--- src/rtl/core/qkvlf_pkg.sv ---
// ----------------------------------------------------------------------------
// qkvlf_pkg: shared types and constants of the quoted key/value line finder
// Holds the sizes, the register map codes and the structs that travel
// between the front classifier, the item queue and the back parser.
// ----------------------------------------------------------------------------
package qkvlf_pkg;

  localparam int KEY_BYTES     = 32;
  localparam int KEY_WORDS     = 4;
  localparam int VALUE_BYTES   = 512;
  localparam int WS_SLOTS      = 8;
  localparam int COMMENT_BYTES = 4;
  localparam int QUEUE_DEPTH   = 2;

  localparam int KPOS_W = 6;
  localparam int VCNT_W = $clog2(VALUE_BYTES);
  localparam int CPOS_W = 3;

  localparam logic [7:0] NEWLINE = 8'd10;

  // Register map
  typedef enum logic [2:0] {
    CFG_WS_SET   = 3'd0,
    CFG_DELIM    = 3'd1,
    CFG_KEY_LEN  = 3'd2,
    CFG_KEY_W0   = 3'd3,
    CFG_KEY_W1   = 3'd4,
    CFG_KEY_W2   = 3'd5,
    CFG_KEY_W3   = 3'd6
  } cfg_idx_e;

  localparam logic [63:0] WS_SET_RST = 64'd729097;
  localparam logic [55:0] DELIM_RST  = 56'd587278141;

  typedef struct packed {
    logic [63:0]                ws_set;
    logic [55:0]                delim;
    logic [KPOS_W-1:0]          key_len;
    logic [KEY_WORDS-1:0][63:0] key_words;
  } cfg_t;

  // Classified input byte
  typedef struct packed {
    logic [7:0] char_code;
    logic       eos;
    logic       is_nl;
    logic       is_ws;
    logic       is_sep;
    logic       is_wrap;
  } item_t;

  // One result
  typedef struct packed {
    logic       value_valid;
    logic [7:0] value_byte;
    logic       line_end;
    logic       line_match;
    logic       value_truncated;
    logic       stream_end;
    logic       stream_found;
  } result_t;

endpackage

--- src/rtl/core/qkvlf_front.sv ---
// ----------------------------------------------------------------------------
// qkvlf_front: input acceptance and byte classification
// Flags newline, whitespace, separator and wrapper for each accepted byte
// and pushes the classified transaction into the queue.
// ----------------------------------------------------------------------------
module qkvlf_front import qkvlf_pkg::*; (
  input  logic       s_tvalid_i,
  output logic       s_tready_o,
  input  logic [7:0] char_code_i,
  input  logic       eos_i,
  input  cfg_t       cfg_i,
  input  logic       queue_full_i,
  output logic       push_o,
  output item_t      item_o
);

  logic ws_hit;

  always_comb begin
    ws_hit = 1'b0;
    for (int s = 0; s < WS_SLOTS; s++) begin
      if (cfg_i.ws_set[8*s +: 8] != 8'd0 && cfg_i.ws_set[8*s +: 8] == char_code_i) begin
        ws_hit = 1'b1;
      end
    end
  end

  assign s_tready_o = !queue_full_i;
  assign push_o     = s_tvalid_i && !queue_full_i;

  assign item_o.char_code = char_code_i;
  assign item_o.eos       = eos_i;
  assign item_o.is_nl     = (char_code_i == NEWLINE);
  assign item_o.is_ws     = ws_hit;
  assign item_o.is_sep    = (char_code_i == cfg_i.delim[7:0]);
  assign item_o.is_wrap   = (char_code_i == cfg_i.delim[15:8]);

endmodule

--- src/rtl/core/qkvlf_queue.sv ---
// ----------------------------------------------------------------------------
// qkvlf_queue: short queue of classified bytes
// Decouples the front classifier from the back parser.
// ----------------------------------------------------------------------------
module qkvlf_queue import qkvlf_pkg::*; (
  input  logic  clk_i,
  input  logic  rst_ni,
  input  logic  push_i,
  input  item_t item_i,
  output logic  full_o,
  output logic  valid_o,
  input  logic  pop_i,
  output item_t item_o
);

  localparam int PTR_W = (QUEUE_DEPTH > 1) ? $clog2(QUEUE_DEPTH) : 1;
  localparam int CNT_W = $clog2(QUEUE_DEPTH + 1);

  item_t             mem_q [QUEUE_DEPTH];
  logic [PTR_W-1:0]  wr_ptr_q, wr_ptr_d;
  logic [PTR_W-1:0]  rd_ptr_q, rd_ptr_d;
  logic [CNT_W-1:0]  cnt_q, cnt_d;

  assign full_o  = (cnt_q == CNT_W'(QUEUE_DEPTH));
  assign valid_o = (cnt_q != '0);
  assign item_o  = mem_q[rd_ptr_q];

  always_comb begin
    wr_ptr_d = wr_ptr_q;
    rd_ptr_d = rd_ptr_q;
    cnt_d    = cnt_q;
    if (push_i) begin
      wr_ptr_d = (wr_ptr_q == PTR_W'(QUEUE_DEPTH - 1)) ? '0 : wr_ptr_q + 1'b1;
    end
    if (pop_i) begin
      rd_ptr_d = (rd_ptr_q == PTR_W'(QUEUE_DEPTH - 1)) ? '0 : rd_ptr_q + 1'b1;
    end
    if (push_i && !pop_i) begin
      cnt_d = cnt_q + 1'b1;
    end else if (pop_i && !push_i) begin
      cnt_d = cnt_q - 1'b1;
    end
  end

  always_ff @(posedge clk_i or negedge rst_ni) begin
    if (!rst_ni) begin
      wr_ptr_q <= '0;
      rd_ptr_q <= '0;
      cnt_q    <= '0;
    end else begin
      wr_ptr_q <= wr_ptr_d;
      rd_ptr_q <= rd_ptr_d;
      cnt_q    <= cnt_d;
    end
  end

  always_ff @(posedge clk_i) begin
    if (push_i) begin
      mem_q[wr_ptr_q] <= item_i;
    end
  end

`ifndef NO_ASSERTIONS
  a_cnt_bound: assert property (@(posedge clk_i) disable iff (!rst_ni)
    cnt_q <= CNT_W'(QUEUE_DEPTH))
    else $error("queue count above depth");

  a_pop_nonempty: assert property (@(posedge clk_i) disable iff (!rst_ni)
    pop_i |-> valid_o)
    else $error("pop from empty queue");

  a_push_notfull: assert property (@(posedge clk_i) disable iff (!rst_ni)
    push_i |-> !full_o)
    else $error("push into full queue");
`endif

endmodule

--- src/rtl/core/qkvlf_back.sv ---
// ----------------------------------------------------------------------------
// qkvlf_back: line parser and result register
// Runs the per-line parse state machine on classified bytes and holds the
// result in an output register toward the master side.
// ----------------------------------------------------------------------------
module qkvlf_back import qkvlf_pkg::*; (
  input  logic    clk_i,
  input  logic    rst_ni,
  input  cfg_t    cfg_i,
  input  logic    item_valid_i,
  input  item_t   item_i,
  output logic    pop_o,
  output logic    m_tvalid_o,
  input  logic    m_tready_i,
  output result_t result_o
);

  localparam logic [2:0] PH_LEAD      = 3'd0;
  localparam logic [2:0] PH_KEY       = 3'd1;
  localparam logic [2:0] PH_KEY_WS    = 3'd2;
  localparam logic [2:0] PH_AFTER_SEP = 3'd3;
  localparam logic [2:0] PH_VALUE     = 3'd4;
  localparam logic [2:0] PH_TAIL      = 3'd5;
  localparam logic [2:0] PH_REJECT    = 3'd6;

  logic [2:0]        phase_q, phase_d;
  logic [KPOS_W-1:0] kpos_q, kpos_d;
  logic              kalive_q, kalive_d;
  logic [CPOS_W-1:0] cpos_q, cpos_d;
  logic              calive_q, calive_d;
  logic [VCNT_W-1:0] vcnt_q, vcnt_d;
  logic              found_q, found_d;
  logic              trunc_q, trunc_d;
  logic              out_valid_q;
  result_t           out_q, res;

  logic [7:0]        key_byte;
  logic [7:0]        cmt_byte;
  logic [CPOS_W-1:0] clen_raw, clen, cpos_next;
  logic              key_done, feed_ok, ws;

  assign pop_o = item_valid_i && (!out_valid_q || m_tready_i);

  assign key_byte = (kpos_q < KPOS_W'(KEY_BYTES))
                  ? cfg_i.key_words[kpos_q[4:3]][8*kpos_q[2:0] +: 8] : 8'd0;
  assign cmt_byte = (cpos_q < CPOS_W'(COMMENT_BYTES))
                  ? cfg_i.delim[24 + 8*cpos_q[1:0] +: 8] : 8'd0;
  assign clen_raw = cfg_i.delim[18:16];
  assign clen     = (clen_raw > CPOS_W'(COMMENT_BYTES)) ? CPOS_W'(COMMENT_BYTES) : clen_raw;
  assign cpos_next = cpos_q + 1'b1;
  assign key_done = kalive_q && (cfg_i.key_len <= KPOS_W'(KEY_BYTES))
                 && (kpos_q == cfg_i.key_len);
  assign feed_ok  = kalive_q && (kpos_q < cfg_i.key_len)
                 && (kpos_q < KPOS_W'(KEY_BYTES)) && (item_i.char_code == key_byte);
  assign ws       = item_i.is_ws;

  always_comb begin
    phase_d  = phase_q;
    kpos_d   = kpos_q;
    kalive_d = kalive_q;
    cpos_d   = cpos_q;
    calive_d = calive_q;
    vcnt_d   = vcnt_q;
    found_d  = found_q;
    trunc_d  = trunc_q;
    res      = '0;

    if (!found_q) begin
      if (item_i.is_nl) begin
        res.line_end = 1'b1;
        if (phase_q == PH_TAIL) begin
          res.line_match      = 1'b1;
          res.value_truncated = trunc_q;
          found_d             = 1'b1;
        end
        phase_d  = PH_LEAD;
        kpos_d   = '0;
        kalive_d = 1'b1;
        cpos_d   = '0;
        calive_d = 1'b1;
        vcnt_d   = '0;
        trunc_d  = 1'b0;
      end else begin
        case (phase_q)
          PH_LEAD: begin
            if (!ws) begin
              if (item_i.is_sep) begin
                phase_d = key_done ? PH_AFTER_SEP : PH_REJECT;
              end else begin
                if (feed_ok) kpos_d = kpos_q + 1'b1;
                else         kalive_d = 1'b0;
                phase_d = PH_KEY;
              end
            end
          end
          PH_KEY: begin
            if (item_i.is_sep) begin
              phase_d = key_done ? PH_AFTER_SEP : PH_REJECT;
            end else if (ws) begin
              phase_d = key_done ? PH_KEY_WS : PH_REJECT;
            end else if (feed_ok) begin
              kpos_d = kpos_q + 1'b1;
            end else begin
              kalive_d = 1'b0;
            end
          end
          PH_KEY_WS: begin
            if (item_i.is_sep) phase_d = PH_AFTER_SEP;
            else if (!ws)      phase_d = PH_REJECT;
          end
          PH_AFTER_SEP: begin
            if (item_i.is_wrap) phase_d = PH_VALUE;
            else if (!ws)       phase_d = PH_REJECT;
          end
          PH_VALUE: begin
            if (item_i.is_wrap) begin
              phase_d = PH_TAIL;
            end else if (vcnt_q < VCNT_W'(VALUE_BYTES - 1)) begin
              res.value_valid = 1'b1;
              res.value_byte  = item_i.char_code;
              vcnt_d          = vcnt_q + 1'b1;
            end else begin
              trunc_d = 1'b1;
            end
          end
          PH_TAIL: begin
            if (!ws) phase_d = PH_REJECT;
          end
          default: phase_d = PH_REJECT;
        endcase

        // comment prefix tracking from the first non-whitespace byte on
        if (phase_q != PH_REJECT && (phase_q != PH_LEAD || !ws)
            && clen != '0 && calive_q) begin
          if (cpos_q < clen && item_i.char_code == cmt_byte) begin
            cpos_d = cpos_next;
            if (cpos_next == clen) begin
              calive_d = 1'b0;
              phase_d  = PH_REJECT;
            end
          end else begin
            calive_d = 1'b0;
          end
        end
      end
    end

    if (item_i.eos) begin
      res.stream_end   = 1'b1;
      res.stream_found = found_d;
      phase_d  = PH_LEAD;
      kpos_d   = '0;
      kalive_d = 1'b1;
      cpos_d   = '0;
      calive_d = 1'b1;
      vcnt_d   = '0;
      trunc_d  = 1'b0;
      found_d  = 1'b0;
    end
  end

  always_ff @(posedge clk_i or negedge rst_ni) begin
    if (!rst_ni) begin
      phase_q     <= PH_LEAD;
      kpos_q      <= '0;
      kalive_q    <= 1'b1;
      cpos_q      <= '0;
      calive_q    <= 1'b1;
      vcnt_q      <= '0;
      found_q     <= 1'b0;
      trunc_q     <= 1'b0;
      out_valid_q <= 1'b0;
    end else begin
      if (pop_o) begin
        phase_q     <= phase_d;
        kpos_q      <= kpos_d;
        kalive_q    <= kalive_d;
        cpos_q      <= cpos_d;
        calive_q    <= calive_d;
        vcnt_q      <= vcnt_d;
        found_q     <= found_d;
        trunc_q     <= trunc_d;
        out_valid_q <= 1'b1;
      end else if (m_tready_i) begin
        out_valid_q <= 1'b0;
      end
    end
  end

  always_ff @(posedge clk_i) begin
    if (pop_o) begin
      out_q <= res;
    end
  end

  assign m_tvalid_o = out_valid_q;
  assign result_o   = out_q;

`ifndef NO_ASSERTIONS
  a_match_ends_line: assert property (@(posedge clk_i) disable iff (!rst_ni)
    (out_valid_q && out_q.line_match) |-> out_q.line_end)
    else $error("match without line end");

  a_trunc_needs_match: assert property (@(posedge clk_i) disable iff (!rst_ni)
    (out_valid_q && out_q.value_truncated) |-> out_q.line_match)
    else $error("truncation flag without match");

  a_found_needs_end: assert property (@(posedge clk_i) disable iff (!rst_ni)
    (out_valid_q && out_q.stream_found) |-> out_q.stream_end)
    else $error("found flag without stream end");

  a_match_sets_found: assert property (@(posedge clk_i) disable iff (!rst_ni)
    (pop_o && res.line_match && !item_i.eos) |=> found_q)
    else $error("match did not latch found flag");

  a_phase_legal: assert property (@(posedge clk_i) disable iff (!rst_ni)
    phase_q <= PH_REJECT)
    else $error("parse phase out of range");
`endif

endmodule

--- src/rtl/core/quoted_key_value_line_finder_core.sv ---
// ----------------------------------------------------------------------------
// quoted_key_value_line_finder_core: finds the first quoted key/value line
// Scans a byte stream for the first line ws* KEY ws* SEP ws* WRAP value WRAP
// ws* newline whose key equals the configured key, streaming value bytes
// tentatively and confirming them with a verdict at the newline.
//
//  channel   | direction | handshake       | payload
//  ----------+-----------+-----------------+----------------------------------
//  s_axis    | in        | tvalid / tready | tdata char_code, tlast end_of_stream
//  m_axis    | out       | tvalid / tready | tdata flags + value byte, tlast
//  cfg       | in        | cfg_we_i        | cfg_idx_i register, cfg_wdata_i
//
// Throughput is one transaction per cycle while the sink takes each result;
// each byte needs only parallel compares and one update of the line parser
// state. Each byte is registered in the queue after the classifier, and its
// result in the output register after the parser.
// The two-entry queue lets input acceptance continue while the output
// register holds a result the sink has not taken yet.
// Reset clears all parser state; configuration registers return to their
// defaults. No clearing pass is needed.
// ----------------------------------------------------------------------------
module quoted_key_value_line_finder_core import qkvlf_pkg::*; (
  input  logic        clk_i,
  input  logic        rst_ni,
  input  logic        s_axis_tvalid,
  output logic        s_axis_tready,
  input  logic [7:0]  s_axis_tdata,   // [7:0] char_code
  input  logic        s_axis_tlast,   // end_of_stream
  output logic        m_axis_tvalid,
  input  logic        m_axis_tready,
  // [0] value_valid, [8:1] value_byte, [9] line_end, [10] line_match,
  // [11] value_truncated, [12] stream_found, [15:13] zero
  output logic [15:0] m_axis_tdata,
  output logic        m_axis_tlast,   // stream_end
  input  logic        cfg_we_i,
  input  logic [2:0]  cfg_idx_i,
  input  logic [63:0] cfg_wdata_i
);

  cfg_t    cfg_q;
  item_t   front_item, queue_item;
  logic    push, pop, queue_full, queue_valid;
  result_t result;

  // Configuration registers; user writes only while block is idle; not enforced.
  always_ff @(posedge clk_i or negedge rst_ni) begin
    if (!rst_ni) begin
      cfg_q.ws_set    <= WS_SET_RST;
      cfg_q.delim     <= DELIM_RST;
      cfg_q.key_len   <= '0;
      cfg_q.key_words <= '0;
    end else if (cfg_we_i) begin
      case (cfg_idx_i)
        CFG_WS_SET:  cfg_q.ws_set       <= cfg_wdata_i;
        CFG_DELIM:   cfg_q.delim        <= cfg_wdata_i[55:0];
        CFG_KEY_LEN: cfg_q.key_len      <= cfg_wdata_i[KPOS_W-1:0];
        CFG_KEY_W0:  cfg_q.key_words[0] <= cfg_wdata_i;
        CFG_KEY_W1:  cfg_q.key_words[1] <= cfg_wdata_i;
        CFG_KEY_W2:  cfg_q.key_words[2] <= cfg_wdata_i;
        CFG_KEY_W3:  cfg_q.key_words[3] <= cfg_wdata_i;
        default: ;  // unmapped index, write dropped
      endcase
    end
  end

  // Front: accept and classify
  qkvlf_front u_front (
    .s_tvalid_i   (s_axis_tvalid),
    .s_tready_o   (s_axis_tready),
    .char_code_i  (s_axis_tdata),
    .eos_i        (s_axis_tlast),
    .cfg_i        (cfg_q),
    .queue_full_i (queue_full),
    .push_o       (push),
    .item_o       (front_item)
  );

  // Queue between classifier and parser
  qkvlf_queue u_queue (
    .clk_i   (clk_i),
    .rst_ni  (rst_ni),
    .push_i  (push),
    .item_i  (front_item),
    .full_o  (queue_full),
    .valid_o (queue_valid),
    .pop_i   (pop),
    .item_o  (queue_item)
  );

  // Back: line parser and output register
  qkvlf_back u_back (
    .clk_i        (clk_i),
    .rst_ni       (rst_ni),
    .cfg_i        (cfg_q),
    .item_valid_i (queue_valid),
    .item_i       (queue_item),
    .pop_o        (pop),
    .m_tvalid_o   (m_axis_tvalid),
    .m_tready_i   (m_axis_tready),
    .result_o     (result)
  );

  assign m_axis_tdata = {3'b000, result.stream_found, result.value_truncated,
                         result.line_match, result.line_end, result.value_byte,
                         result.value_valid};
  assign m_axis_tlast = result.stream_end;

endmodule
--- config.mk ---
export PLATFORM = sky130hd
export DESIGN_NAME = quoted_key_value_line_finder_core
export DESIGN_NICKNAME = d
export VERILOG_FILES = /design/src/rtl/core/qkvlf_pkg.sv /design/src/rtl/core/qkvlf_front.sv /design/src/rtl/core/qkvlf_queue.sv /design/src/rtl/core/qkvlf_back.sv /design/src/rtl/core/quoted_key_value_line_finder_core.sv
export SDC_FILE = /design/constraint.sdc
export NUM_CORES = 1
export LEC_CHECK = 0
export ABC_CLOCK_PERIOD_IN_PS = 5500
export BUFFER_PORTS_ARGS = -buffer_cell sky130_fd_sc_hd__buf_4
export CAP_MARGIN = 20
export CORE_MARGIN = 1.5
export CORE_UTILIZATION = 50
export CTS_CLUSTER_DIAMETER = 150
export DETAILED_ROUTE_END_ITERATION = 10
export MAX_ROUTING_LAYER = met4
export PLACE_DENSITY = 0.67
export SYNTH_ARGS = -nofsm -noshare
export SYNTH_HDL_FRONTEND = slang
export SYNTH_SLANG_ARGS = --single-unit
--- constraint.sdc ---
create_clock -name clk_i -period 5.5 [get_ports clk_i]
set_input_delay 0.275 -clock clk_i [delete_from_list [all_inputs] [get_ports clk_i]]
set_output_delay 0.275 -clock clk_i [all_outputs]
set_load 0.005 [all_outputs]
== Word level (Yosys, flattened, before mapping) ==
Memories as Yosys holds them, arrays and structs flattened.
Cells that the tools add are included.
Storage, ports and cells
  register bits: 426
  RAM bits: 26
  output and inout bits: 19
  logic and storage cells: 237
  memories: 1
Memory list
  u_queue.mem_q: depth 2, width 13, read ports 1, clocked after memory_dff 0, wr ports 1, RTL line qkvlf_queue.sv:19  | item_t mem_q [QUEUE_DEPTH];
Cells by class
  add/subtract/negate cells: 8
  $lt $le $gt $ge: 8
  equal/unequal tests: 36
  shift-type cells: 2
  multiplexer cells: 87
  bitwise logic cells: 4
  reductions and logical operators: 65
Operator list (number)
  64-bit binary-select mux with 2-bit select: 1
  8-bit == test: 12
  3-bit two-way mux: 23
  64-bit two-way mux: 1
  8-bit nonzero test: 8
  64-bit by 7-bit variable part select with 8-bit output: 1
  9-bit two-way mux: 7
  56-bit by 33-bit variable part select with 8-bit output: 1
  6-bit two-way mux: 8
  1-bit two-way mux: 38
  1-bit logical AND: 21
  4-bit inequality test, second input constant: 5
  3-bit case mux with 6 select lines: 1
  3-bit nonzero test: 6
  8-bit two-way mux: 2
  2-bit AND reduction: 8
  3-bit == test, second input constant: 5
  3-bit by 2-bit == test with 1-bit output, second input constant: 4
  6-bit case mux with 2 select lines: 1
  5-bit AND reduction: 2
  9-bit by 1-bit adder with 9-bit output, second input constant: 1
  9-bit < comparator, second input constant: 1
  8-bit by 4-bit == test with 1-bit output, second input constant: 1
  2-bit two-way mux: 4
  other kinds (33): 48

== Longest topological paths before layout ==
Gate-level depths: netlist of the first run.
  word-level depth: 13
  depth in mapped cells: 14
  mapped depth without buffers: 11

== Cells and area by module ==
From an unflattened synthesis of the first run, not the netlist that was laid out.
Unflattened totals
  cells, all modules: 1501
  area, all modules: 22032.4 µm²
By module, submodules not included
  quoted_key_value_line_finder_core: instances 1, cells each 817, area each 14823.0 µm²
  qkvlf_back: instances 1, cells each 476, area each 4880.9 µm²
  qkvlf_front: instances 1, cells each 152, area each 1201.2 µm²
  qkvlf_queue: instances 1, cells each 56, area each 1127.3 µm²

== Worst setup path after synthesis of the first run ==
No wires, ideal clock.
  kind: register to register
  start: register u_back.kpos_q[3]
  end: register u_back.kpos_q[3]
  library setup time: 0.122 ns
  arrival time: 2.942 ns
  required time: 5.378 ns
  slack: 2.436 ns
  cell stages (with the launch flop): 13
  path buffers: 3
  clock period less this slack: 3.064 ns
  cell sequence: dfrtp_1 buf_6 buf_12 buf_12 mux4_1 mux4_2 o22ai_2 nor3_2 xnor2_1 or3_1 nor4_1 o21ai_0 a32o_1
On the way
  cells in the longest elaborated chain, start to end: 13
Ends and longest elaborated chain
  from (decl): RTL line qkvlf_back.sv:27  | logic [KPOS_W-1:0] kpos_q, kpos_d;
  from (signal assigned): RTL line qkvlf_back.sv:176  | kpos_q <= kpos_d;
  64-bit binary-select mux with 2-bit select: RTL line qkvlf_back.sv:45  | ? cfg_i.key_words[kpos_q[4:3]][8*kpos_q[2:0] +: 8] : 8'd0;
  64-bit two-way mux (not written as such): RTL line qkvlf_back.sv:45
  64-bit by 7-bit variable part select with 8-bit output: RTL line qkvlf_back.sv:45
  8-bit two-way mux: RTL line qkvlf_back.sv:45
  8-bit == test: RTL line qkvlf_back.sv:54  | && (kpos_q < KPOS_W'(KEY_BYTES)) && (item_i.char_code == key_byte);
  1-bit logical AND: RTL line qkvlf_back.sv:54
  6-bit two-way mux (*): RTL line qkvlf_back.sv:90, qkvlf_back.sv:101
  6-bit two-way mux, on equally long branches: RTL line qkvlf_back.sv:99, qkvlf_back.sv:87
  6-bit two-way mux, on equally long branches: RTL line qkvlf_back.sv:97, qkvlf_back.sv:86
  6-bit case mux with 2 select lines (*): RTL line qkvlf_back.sv:84  | case (phase_q)
  6-bit two-way mux (*): RTL line qkvlf_back.sv:69  | if (item_i.is_nl) begin
  6-bit two-way mux (*): RTL line qkvlf_back.sv:68  | if (!found_q) begin
  6-bit two-way mux (*): RTL line qkvlf_back.sv:148  | if (item_i.eos) begin
Every way passes the cells marked *; elsewhere a longest branch is shown, timed or not. The select of a mux whose other input is x is not followed.
A chain may end at the register's enable or synchronous reset.

== Worst setup path after layout of the first run ==
Same ends and word-level chain as after synthesis.

==> results of run 1 <==
## worst paths after layout
check | end | slack (ns) | cells past startpoint
max | u_back.kpos_q[3] | 1.72 | 10
min in group asynchronous | u_queue.cnt_q[0] | 0.33 | 2
min reg2reg | cfg_q[107] | 0.50 | 1
min | cfg_q[257] | 0.009 | 3
max in group asynchronous | cfg_q[313] | 3.73 | 3
max reg2reg | u_back.kpos_q[3] | 1.72 | 10
## power by group through the flow
stage               clock network, W  logic [W]  registers [W]
global placement                   0    0.00191        0.00461
floorplan                          0    0.00144        0.00445
detailed placement                 0    0.00197        0.00464
finish                       0.00322    0.00200        0.00459
global route                 0.00340    0.00218        0.00468
CTS                          0.00327    0.00200        0.00459
## layer usage
metal  vias to the layer above  share of wire
li1                       5765              -
met1                      6908           0.44
met2                       434           0.45
met3                       113          0.065
met4                         0          0.038
met5                         -              0
## cell usage in the layout, fill, tap and decap left out, types with 13 or more instances in the layout
cell           synthesis  layout
clkbuf_16              0      51
ha_1                  13      13
mux2_2               377     377
o21ai_0               26      26
nand3_1               19      19
dlygate4sd3_1          0      45
nor2_1                49      49
dfstp_2               21      21
buf_4                  7     111
nand2_1               56      56
edfxtp_1              40      40
xor2_1                65      65
clkbuf_1              53      17
mux2i_1               32      32
dfrtp_1              386     383
nor4_1                18      17
xnor2_1               31      31
mux4_2                43      43
mux4_1                22      22
inv_1                 20      20
a21oi_1               32      32
## through the flow
stage          area [um^2]  setup WS [ns]  utilization
4_1_cts              24260          1.736       0.5796
5_1_grt              24260          1.531       0.5796
6_report             24260          1.717       0.5796
2_1_floorplan        21140          2.436            -
3_3_place_gp         22230          1.794       0.5311
3_5_place_dp         22230          1.748       0.5311
## synth_stat cells (all sizes together), types with 3 or more instances
| cell type | number | area share |
|---|---|---|
| dfrtp | 386 | 0.46 |
| mux2 | 378 | 0.20 |
| mux4 | 65 | 0.073 |
| xor2 | 65 | 0.027 |
| clkbuf | 59 | 0.013 |
| nand2 | 56 | 0.0099 |
| nor2 | 49 | 0.0087 |
| edfxtp | 40 | 0.057 |
| mux2i | 33 | 0.016 |
| a21oi | 32 | 0.0076 |
| o21ai | 32 | 0.0076 |
| xnor2 | 31 | 0.013 |
| buf | 26 | 0.011 |
| dfstp | 21 | 0.026 |
| inv | 20 | 0.0036 |
| nand3 | 19 | 0.0045 |
| nor4 | 18 | 0.0053 |
| nor3 | 15 | 0.0046 |
| ha | 13 | 0.0077 |
| a22oi | 11 | 0.0039 |
| nand4 | 11 | 0.0033 |
| and3 | 9 | 0.0027 |
| nor2b | 9 | 0.0027 |
| a2111oi | 8 | 0.0042 |
| a31oi | 8 | 0.0024 |
| o211ai | 7 | 0.0025 |
| or3 | 6 | 0.0018 |
| nand3b | 5 | 0.0024 |
| and2 | 4 | 0.0012 |
| nand2b | 4 | 0.0012 |
| nand4b | 3 | 0.0012 |
| nor4b | 3 | 0.0012 |
| o2111ai | 3 | 0.0012 |
| o22ai | 3 | 0.0012 |
| o2bb2ai | 3 | 0.0012 |
| o31ai | 3 | 0.0011 |
## cell families (layout without fill, tap and decap cells)
logic type | after synthesis | count (layout)
flops | 447 | 447
compound gates | 127 | 127
simple gates | 220 | 220
buf+inv | 106 | 270
mux | 476 | 476
other cells | 1 | 3
fa+ha+maj | 13 | 13
xor+xnor | 96 | 96
## cell type report
| class | count | area (um^2) | area share |
|---|---|---|---|
| clock buffers | 79 | 1491 | 0.06148 |
| clock inverters | 11 | 88.84 | 0.003662 |
| inverters | 21 | 78.83 | 0.003249 |
| multi-input cells | 935 | 9168 | 0.3779 |
| flip-flops and latches | 447 | 11420 | 0.4707 |
| well taps | 539 | 674.4 | 0.02780 |
| repair buffers | 159 | 1339 | 0.05519 |
## registers in the layout (all words and copies together) (netlist names)
name,cells
cfg_q,377
u_back.calive_q,1
u_back.cpos_q,3
u_back.found_q,1
u_back.kalive_q,1
u_back.kpos_q,6
u_back.m_tvalid_o,1
u_back.phase_q,3
u_back.result_o,14
u_back.trunc_q,1
u_back.vcnt_q,9
u_queue.cnt_q,2
u_queue.mem_q,26
u_queue.rd_ptr_q,1
u_queue.wr_ptr_q,1
## critical path, cell delays in order (launching register included)
cell      delay, ns
dfrtp_4        0.89
buf_4          0.38
mux4_1         0.60
nand3b_1       0.11
a41oi_1        0.23
o21ai_0        0.27
xor2_1         0.12
or3_1          0.40
nor4_1         0.30
o21ai_0        0.12
a32o_1         0.24
==> metrics.log, run 1 <==
INFO  metric final.min_clock_period = 3.783 ns
INFO  metric place.detailed.instances = 2056
INFO  metric numPortBuffers = 96
INFO  metric core-area = 41850 um^2
INFO  metric globalRoute.busiestLayer = met2
INFO  metric seq_area_frac_synth = 0.5399
INFO  metric number_of_detailed_routing_iterations_run_before_antenna_repair = 5
INFO  metric worst_pin_slew = 1.141 ns
INFO  metric gp_congestion = 0.8840
INFO  metric synthSimpleGateAreaFrac = 0.05411
INFO  metric power_report.internal_total = 0.007070 W
INFO  metric cts-buffers-inserted = 49
INFO  metric cp-start-kind = flop
INFO  metric vdd.ir_drop.worst = 0.2014 mV
INFO  metric dieHeight = 208.6 um
INFO  metric syn_area = 21140 um^2
INFO  metric wirelength = 54.85 mm
INFO  metric dp_hpwl = 35.78 mm
INFO  metric synthesis.area_per_instance = 14.22 um^2
INFO  metric die_footprint = 43520 um^2
INFO  metric syn_inst = 1486
INFO  metric post_route_cells_drive_above_1_share = 0.3910
INFO  metric io_pins = 100
INFO  metric timing.critical_path.from = u_back.kpos_q[3]
INFO  metric worst_r2r_startpoint = u_back.kpos_q[3]
INFO  metric remaining_drc_errors = 0
INFO  metric maxClockFrequency = 264.3 MHz
INFO  metric die_w = 208.6 um
INFO  metric whs = 0.009224 ns
INFO  metric post_synth_xor_area_fraction = 0.03978
INFO  metric synth-seq-cells = 447
INFO  metric share_of_flip_flops_with_an_asynchronous_set_or_reset = 0.9105
INFO  metric num_rows = 75
INFO  metric synth_fa_ha_area_frac = 0.007695
INFO  metric synth_enable_flop_cells = 40
INFO  metric grt_pass1_wl = 83.88 mm
INFO  metric timing.final.max_slew_violations = 0
INFO  metric largest_family_of_logic_cells_by_synthesized_area = multiplexers
INFO  metric clock_power_share = 0.328
INFO  metric switching_power = 0.002735 W
INFO  metric endpoint_kind = flop
INFO  metric pin_count_of_the_biggest_net_entering_global_routing = 158
INFO  metric pwr_density_cell = 404.2 nW/um^2
INFO  metric grt_util_met3 = 0.05050
INFO  metric drv_cap = 0
INFO  metric slew_headroom = 0.2393
INFO  metric crit_required = 5.98 ns
INFO  metric power.switching_fraction = 0.2789
INFO  metric detailedRoute.firstIterationViolations = 1095
INFO  metric instances_no_fill = 2191
INFO  metric grt_pass1_vias = 13490
INFO  metric grt_use_met1 = 0.3628
INFO  metric power.static_leakage = 10.02 nW
INFO  metric grt_setup_unrepaired = no
INFO  metric antenna_cells_inserted = 0
INFO  metric global_route.usage.total = 0.2653
INFO  metric clockBufferDepth = 3
INFO  metric multiplexer_fraction_of_the_synthesized_cell_area = 0.2908
INFO  metric global_route_congestion_overflow_total = 0
INFO  metric final_hold_viol_count = 0
INFO  metric cts.repair_timing.setup_buffer_count = 0
INFO  metric via_total_after_detailed_routing = 13220
INFO  metric post_route_antenna_net_violation_count = 0
INFO  metric yosys.cell_types.count = 75
INFO  metric post_cts_hold_buffer_count = 45
INFO  metric final_setup_vio_count = 0
INFO  metric cts_sink_count = 447
INFO  metric synth-compound-area-share = 0.03984
INFO  metric synth.yosys.warnings = 0
INFO  metric clock_latency = 0.59 ns
INFO  metric crit_fanout = 34
INFO  metric arrival_time_reported_for_the_critical_path_endpoint = 4.26 ns
INFO  metric final_net_count = 1707
INFO  metric nFillCells = 3357
INFO  metric path_clk_slew = 0.06 ns
INFO  metric sequential_share_of_power = 0.468
INFO  metric total_design_power = 0.009805 W
INFO  metric min-delay-start = cfg_wdata_i[1]
INFO  metric cts_tree = yes
INFO  metric result_of_the_run = finished, final reports clean
INFO  metric grt_antenna_before_repair = 3
INFO  metric cts_repair_resize_count = 0
INFO  metric floorplan.initialDensity = 0.5050
INFO  metric wl_per_cell = 25.03 um
INFO  metric ys_dominant_reg_cell = dfrtp_1
INFO  metric cts_root_buffer = clkbuf_16
INFO  metric hold_path.class = input pin to flop
INFO  metric fin_crit_sh = 0.6879
INFO  metric htree_num_levels = 2
INFO  metric area_growth_syn_to_layout = 14.77%
INFO  metric setup_tns = 0 ns
INFO  metric grt.met2_usage = 0.3920
INFO  metric vias_per_cell = 6.034
INFO  metric power.combinational.fraction = 0.204
INFO  metric final_skew = 0.01571 ns
INFO  metric worst_setup_path_category = flop to flop
Power figures use the tool's default switching activity.
==> run 2: changes to the inputs <==
--- a/config.mk
+++ b/config.mk
@@ -5,7 +5,8 @@
 export SDC_FILE = /design/constraint.sdc
 export NUM_CORES = 1
 export LEC_CHECK = 0
-export ABC_CLOCK_PERIOD_IN_PS = 5500
+export ABC_AREA = 1
+export ABC_CLOCK_PERIOD_IN_PS = 3600
 export BUFFER_PORTS_ARGS = -buffer_cell sky130_fd_sc_hd__buf_4
 export CAP_MARGIN = 20
 export CORE_MARGIN = 1.5
==> constraint.sdc (replaced) <==
create_clock -name clk_i -period 3.6 [get_ports clk_i]
set_input_delay 0.18 -clock clk_i [delete_from_list [all_inputs] [get_ports clk_i]]
set_output_delay 0.18 -clock clk_i [all_outputs]
set_load 0.005 [all_outputs]
==> metrics.log, run 2 <==
INFO  metric result_of_the_run = finished, final reports clean
INFO  metric synth-compound-area-share = 0.1167
INFO  metric synth-seq-cells = 447
INFO  metric registers.top_by_ff_count = cfg_q
INFO  metric synth_enable_flop_cells = 40
INFO  metric power_report.internal_total = 0.01056 W
INFO  metric setup_tns = 0 ns
INFO  metric slew_headroom = 0.2973
INFO  metric number_of_detailed_routing_iterations_run_before_antenna_repair = 6
INFO  metric cts_sink_count = 447
INFO  metric instances_no_fill = 3217
INFO  metric endpoint_kind = flop
INFO  metric synth_fa_ha_area_frac = 0.007717
INFO  metric clock_latency = 0.58 ns
INFO  metric path_clk_slew = 0.06 ns
INFO  metric global_route.usage.total = 0.3054
INFO  metric ys_dominant_reg_cell = dfrtp_1
INFO  metric detailedRoute.firstIterationViolations = 1592
INFO  metric hold_path.class = input pin to flop
INFO  metric io_pins = 100
INFO  metric synthSimpleGateAreaFrac = 0.2475
INFO  metric power.static_leakage = 11.58 nW
INFO  metric final.min_clock_period = 2.837 ns
INFO  metric cts_repair_resize_count = 0
INFO  metric cp-start-kind = flop
INFO  metric cts_root_buffer = clkbuf_16
INFO  metric dieHeight = 208.3 um
INFO  metric cts-buffers-inserted = 47
INFO  metric timing.final.max_slew_violations = 0
INFO  metric post_route_cells_drive_above_1_share = 0.1053
INFO  metric cts_tree = yes
INFO  metric final_skew = 0.01571 ns
INFO  metric maxClockFrequency = 352.5 MHz
INFO  metric layout_commonest_cell = nand2_1
INFO  metric final_setup_vio_count = 0
INFO  metric crit_required = 4.07 ns
INFO  metric syn_area = 21080 um^2
INFO  metric power.combinational.fraction = 0.239
INFO  metric switching_power = 0.005014 W
INFO  metric arrival_time_reported_for_the_critical_path_endpoint = 3.30 ns
INFO  metric multiplexer_fraction_of_the_synthesized_cell_area = 0.0009498
INFO  metric worst_setup_path_category = flop to flop
INFO  metric final_hold_viol_count = 0
INFO  metric worst_pin_slew = 1.054 ns
INFO  metric floorplan.initialDensity = 0.5047
INFO  metric synth_top_cells_by_area = dfrtp_1, nand2_1, o21ai_0
INFO  metric sequential_cell_area = 11420 um^2
INFO  metric global_route_congestion_overflow_total = 0
INFO  metric grt_pass1_vias = 17200
INFO  metric sequential_share_of_power = 0.435
INFO  metric die_footprint = 43400 um^2
INFO  metric nFillCells = 3766
INFO  metric core-area = 41760 um^2
INFO  metric yosys.cell_types.count = 50
INFO  metric grt_antenna_before_repair = 0
INFO  metric largest_family_of_logic_cells_by_synthesized_area = simple AND/OR/NAND/NOR gates
INFO  metric antenna_cells_inserted = 0
INFO  metric post_cts_hold_buffer_count = 43
INFO  metric layout.cells.most_common_list = nand2_1, o21ai_0, dfrtp_1, nand3_1, inv_1
INFO  metric synth.yosys.warnings = 0
INFO  metric clock_power_share = 0.326
INFO  metric syn_inst = 2560
INFO  metric area_growth_syn_to_layout = 15.75%
INFO  metric wirelength = 63.19 mm
INFO  metric synth.cells.most_frequent = nand2_1, o21ai_0, dfrtp_1
INFO  metric vdd.ir_drop.worst = 0.4099 mV
INFO  metric fin_crit_sh = 0.7880
INFO  metric post_route_antenna_net_violation_count = 0
INFO  metric post_synth_xor_area_fraction = 0.02909
INFO  metric netlist.top_cell.by_area = dfrtp_1
INFO  metric crit_fanout = 33
INFO  metric vias_per_cell = 5.598
INFO  metric pin_count_of_the_biggest_net_entering_global_routing = 129
INFO  metric num_rows = 75
INFO  metric remaining_drc_errors = 0
INFO  metric pwr_density_cell = 638.5 nW/um^2
INFO  metric final_net_count = 2734
INFO  metric share_of_flip_flops_with_an_asynchronous_set_or_reset = 0.9105
INFO  metric wl_per_cell = 19.64 um
INFO  metric clockBufferDepth = 3
INFO  metric area_of_the_multi_input_gates = 8528 um^2
INFO  metric synth.top_cell.area_share = 0.4583
INFO  metric seq_area_frac_synth = 0.5414
INFO  metric die_w = 208.3 um
INFO  metric numPortBuffers = 96
INFO  metric power.switching_fraction = 0.3219
INFO  metric drv_cap = 0
INFO  metric largest_register_ff_count = 377
INFO  metric place.detailed.instances = 3086
INFO  metric dp_hpwl = 41.14 mm
INFO  metric via_total_after_detailed_routing = 18010
INFO  metric grt_pass1_wl = 99.24 mm
INFO  metric cts.repair_timing.setup_buffer_count = 0
INFO  metric gp_congestion = 0.9350
INFO  metric grt_setup_unrepaired = no
INFO  metric htree_num_levels = 2
INFO  metric synthesis.area_per_instance = 8.233 um^2
INFO  metric yosysMostFrequentCell = nand2_1
==> run 2: changes by cell type after synthesis, moves of 14 or more <==
cell,change
nand3_1,+222
inv_1,+120
or2_2,+14
nor2_1,+47
o21ai_0,+392
mux2i_1,-30
buf_2,+29
mux2_2,-377
clkbuf_1,+52
mux4_2,-43
mux4_1,-22
nand2_1,+774
xor2_1,-32
==> run 2: path summary, 6_finish.rpt <==
check	startpoint	end	slack [ns]	depth (start not counted)
worst max-delay path	u_back.kpos_q[4]	u_back.kpos_q[1]	0.76	15
worst min-delay path	cfg_wdata_i[1]	cfg_q[193]	0.02	3
worst max register to register	u_back.kpos_q[4]	u_back.kpos_q[1]	0.76	15
worst min register to register	u_back.calive_q	u_back.calive_q	0.47	2
max in group asynchronous	rst_ni	cfg_q[123]	2.27	3
min in group asynchronous	rst_ni	cfg_q[269]	0.14	2
==> run 2: power by group through the flow <==
stage / logic [W] / clock network [W] / registers (W)
detailed placement: 0.00367 / 0 / 0.00684
floorplan: 0.00235 / 0 / 0.00668
CTS: 0.00372 / 0.00514 / 0.00677
finish: 0.00372 / 0.00508 / 0.00678
global route: 0.00418 / 0.00535 / 0.00689
global placement: 0.00359 / 0 / 0.00681
==> run 2: final cells by class <==
class / instances / share of cell area
Clock buffer: 66 / 0.05656
Clock inverter: 21 / 0.009744
Inverter: 143 / 0.02210
Multi-Input combinational cell: 1814 / 0.3495
Sequential cell: 447 / 0.4679
Tap cell: 539 / 0.02764
Timing Repair Buffer: 187 / 0.06646
==> run 2: worst max-delay path: stages, from the launching register on <==
cell	delay, ns
dfrtp_2	0.42
inv_2	0.62
buf_4	0.34
nand3_1	0.09
nand3_1	0.12
nand2_1	0.11
nand2_1	0.07
nand3_1	0.10
nand4_1	0.10
nand2_1	0.07
nor2_1	0.15
nand2_1	0.07
nor2_1	0.09
nand2_1	0.18
nand3_1	0.12
nand2_1	0.07
==> run 2: stage by stage <==
| stage | util | instance area (um^2) | power, W | hold slack [ns] | worst slack, ns |
|---|---|---|---|---|---|
| 6_report | 0.5843 | 24400 | 0.01558 | 0.01693 | 0.7633 |
| 2_1_floorplan | - | 21090 | 0.009029 | -0.1156 | 1.335 |
| 3_5_place_dp | 0.5350 | 22340 | 0.01051 | 0.1677 | 0.7687 |
| 4_1_cts | 0.5840 | 24390 | 0.01563 | 0.003668 | 0.7552 |
| 3_3_place_gp | 0.5350 | 22340 | 0.01040 | 0.1646 | 0.8405 |
| 5_1_grt | 0.5843 | 24400 | 0.01643 | 0.002485 | 0.5587 |
==> run 2: routing by layer <==
metal | global-route usage | up-vias | wire length [um]
li1 | - | 8515 | -
met1 | 0.4093 | 8786 | 27590
met2 | 0.4637 | 592 | 28900
met3 | 0.05947 | 116 | 4407
met4 | 0.1105 | 0 | 2292
met5 | - | - | 0
==> run 2: kinds of logic after synthesis <==
kind of cell             after synthesis
AND/OR/NAND/NOR                     1251
flip-flops                           447
adder cells (fa/ha/maj)               13
AO/OA/AOI/OAI                        475
buffers and inverters                301
other                                  1
multiplexers                           2
XOR/XNOR                              70
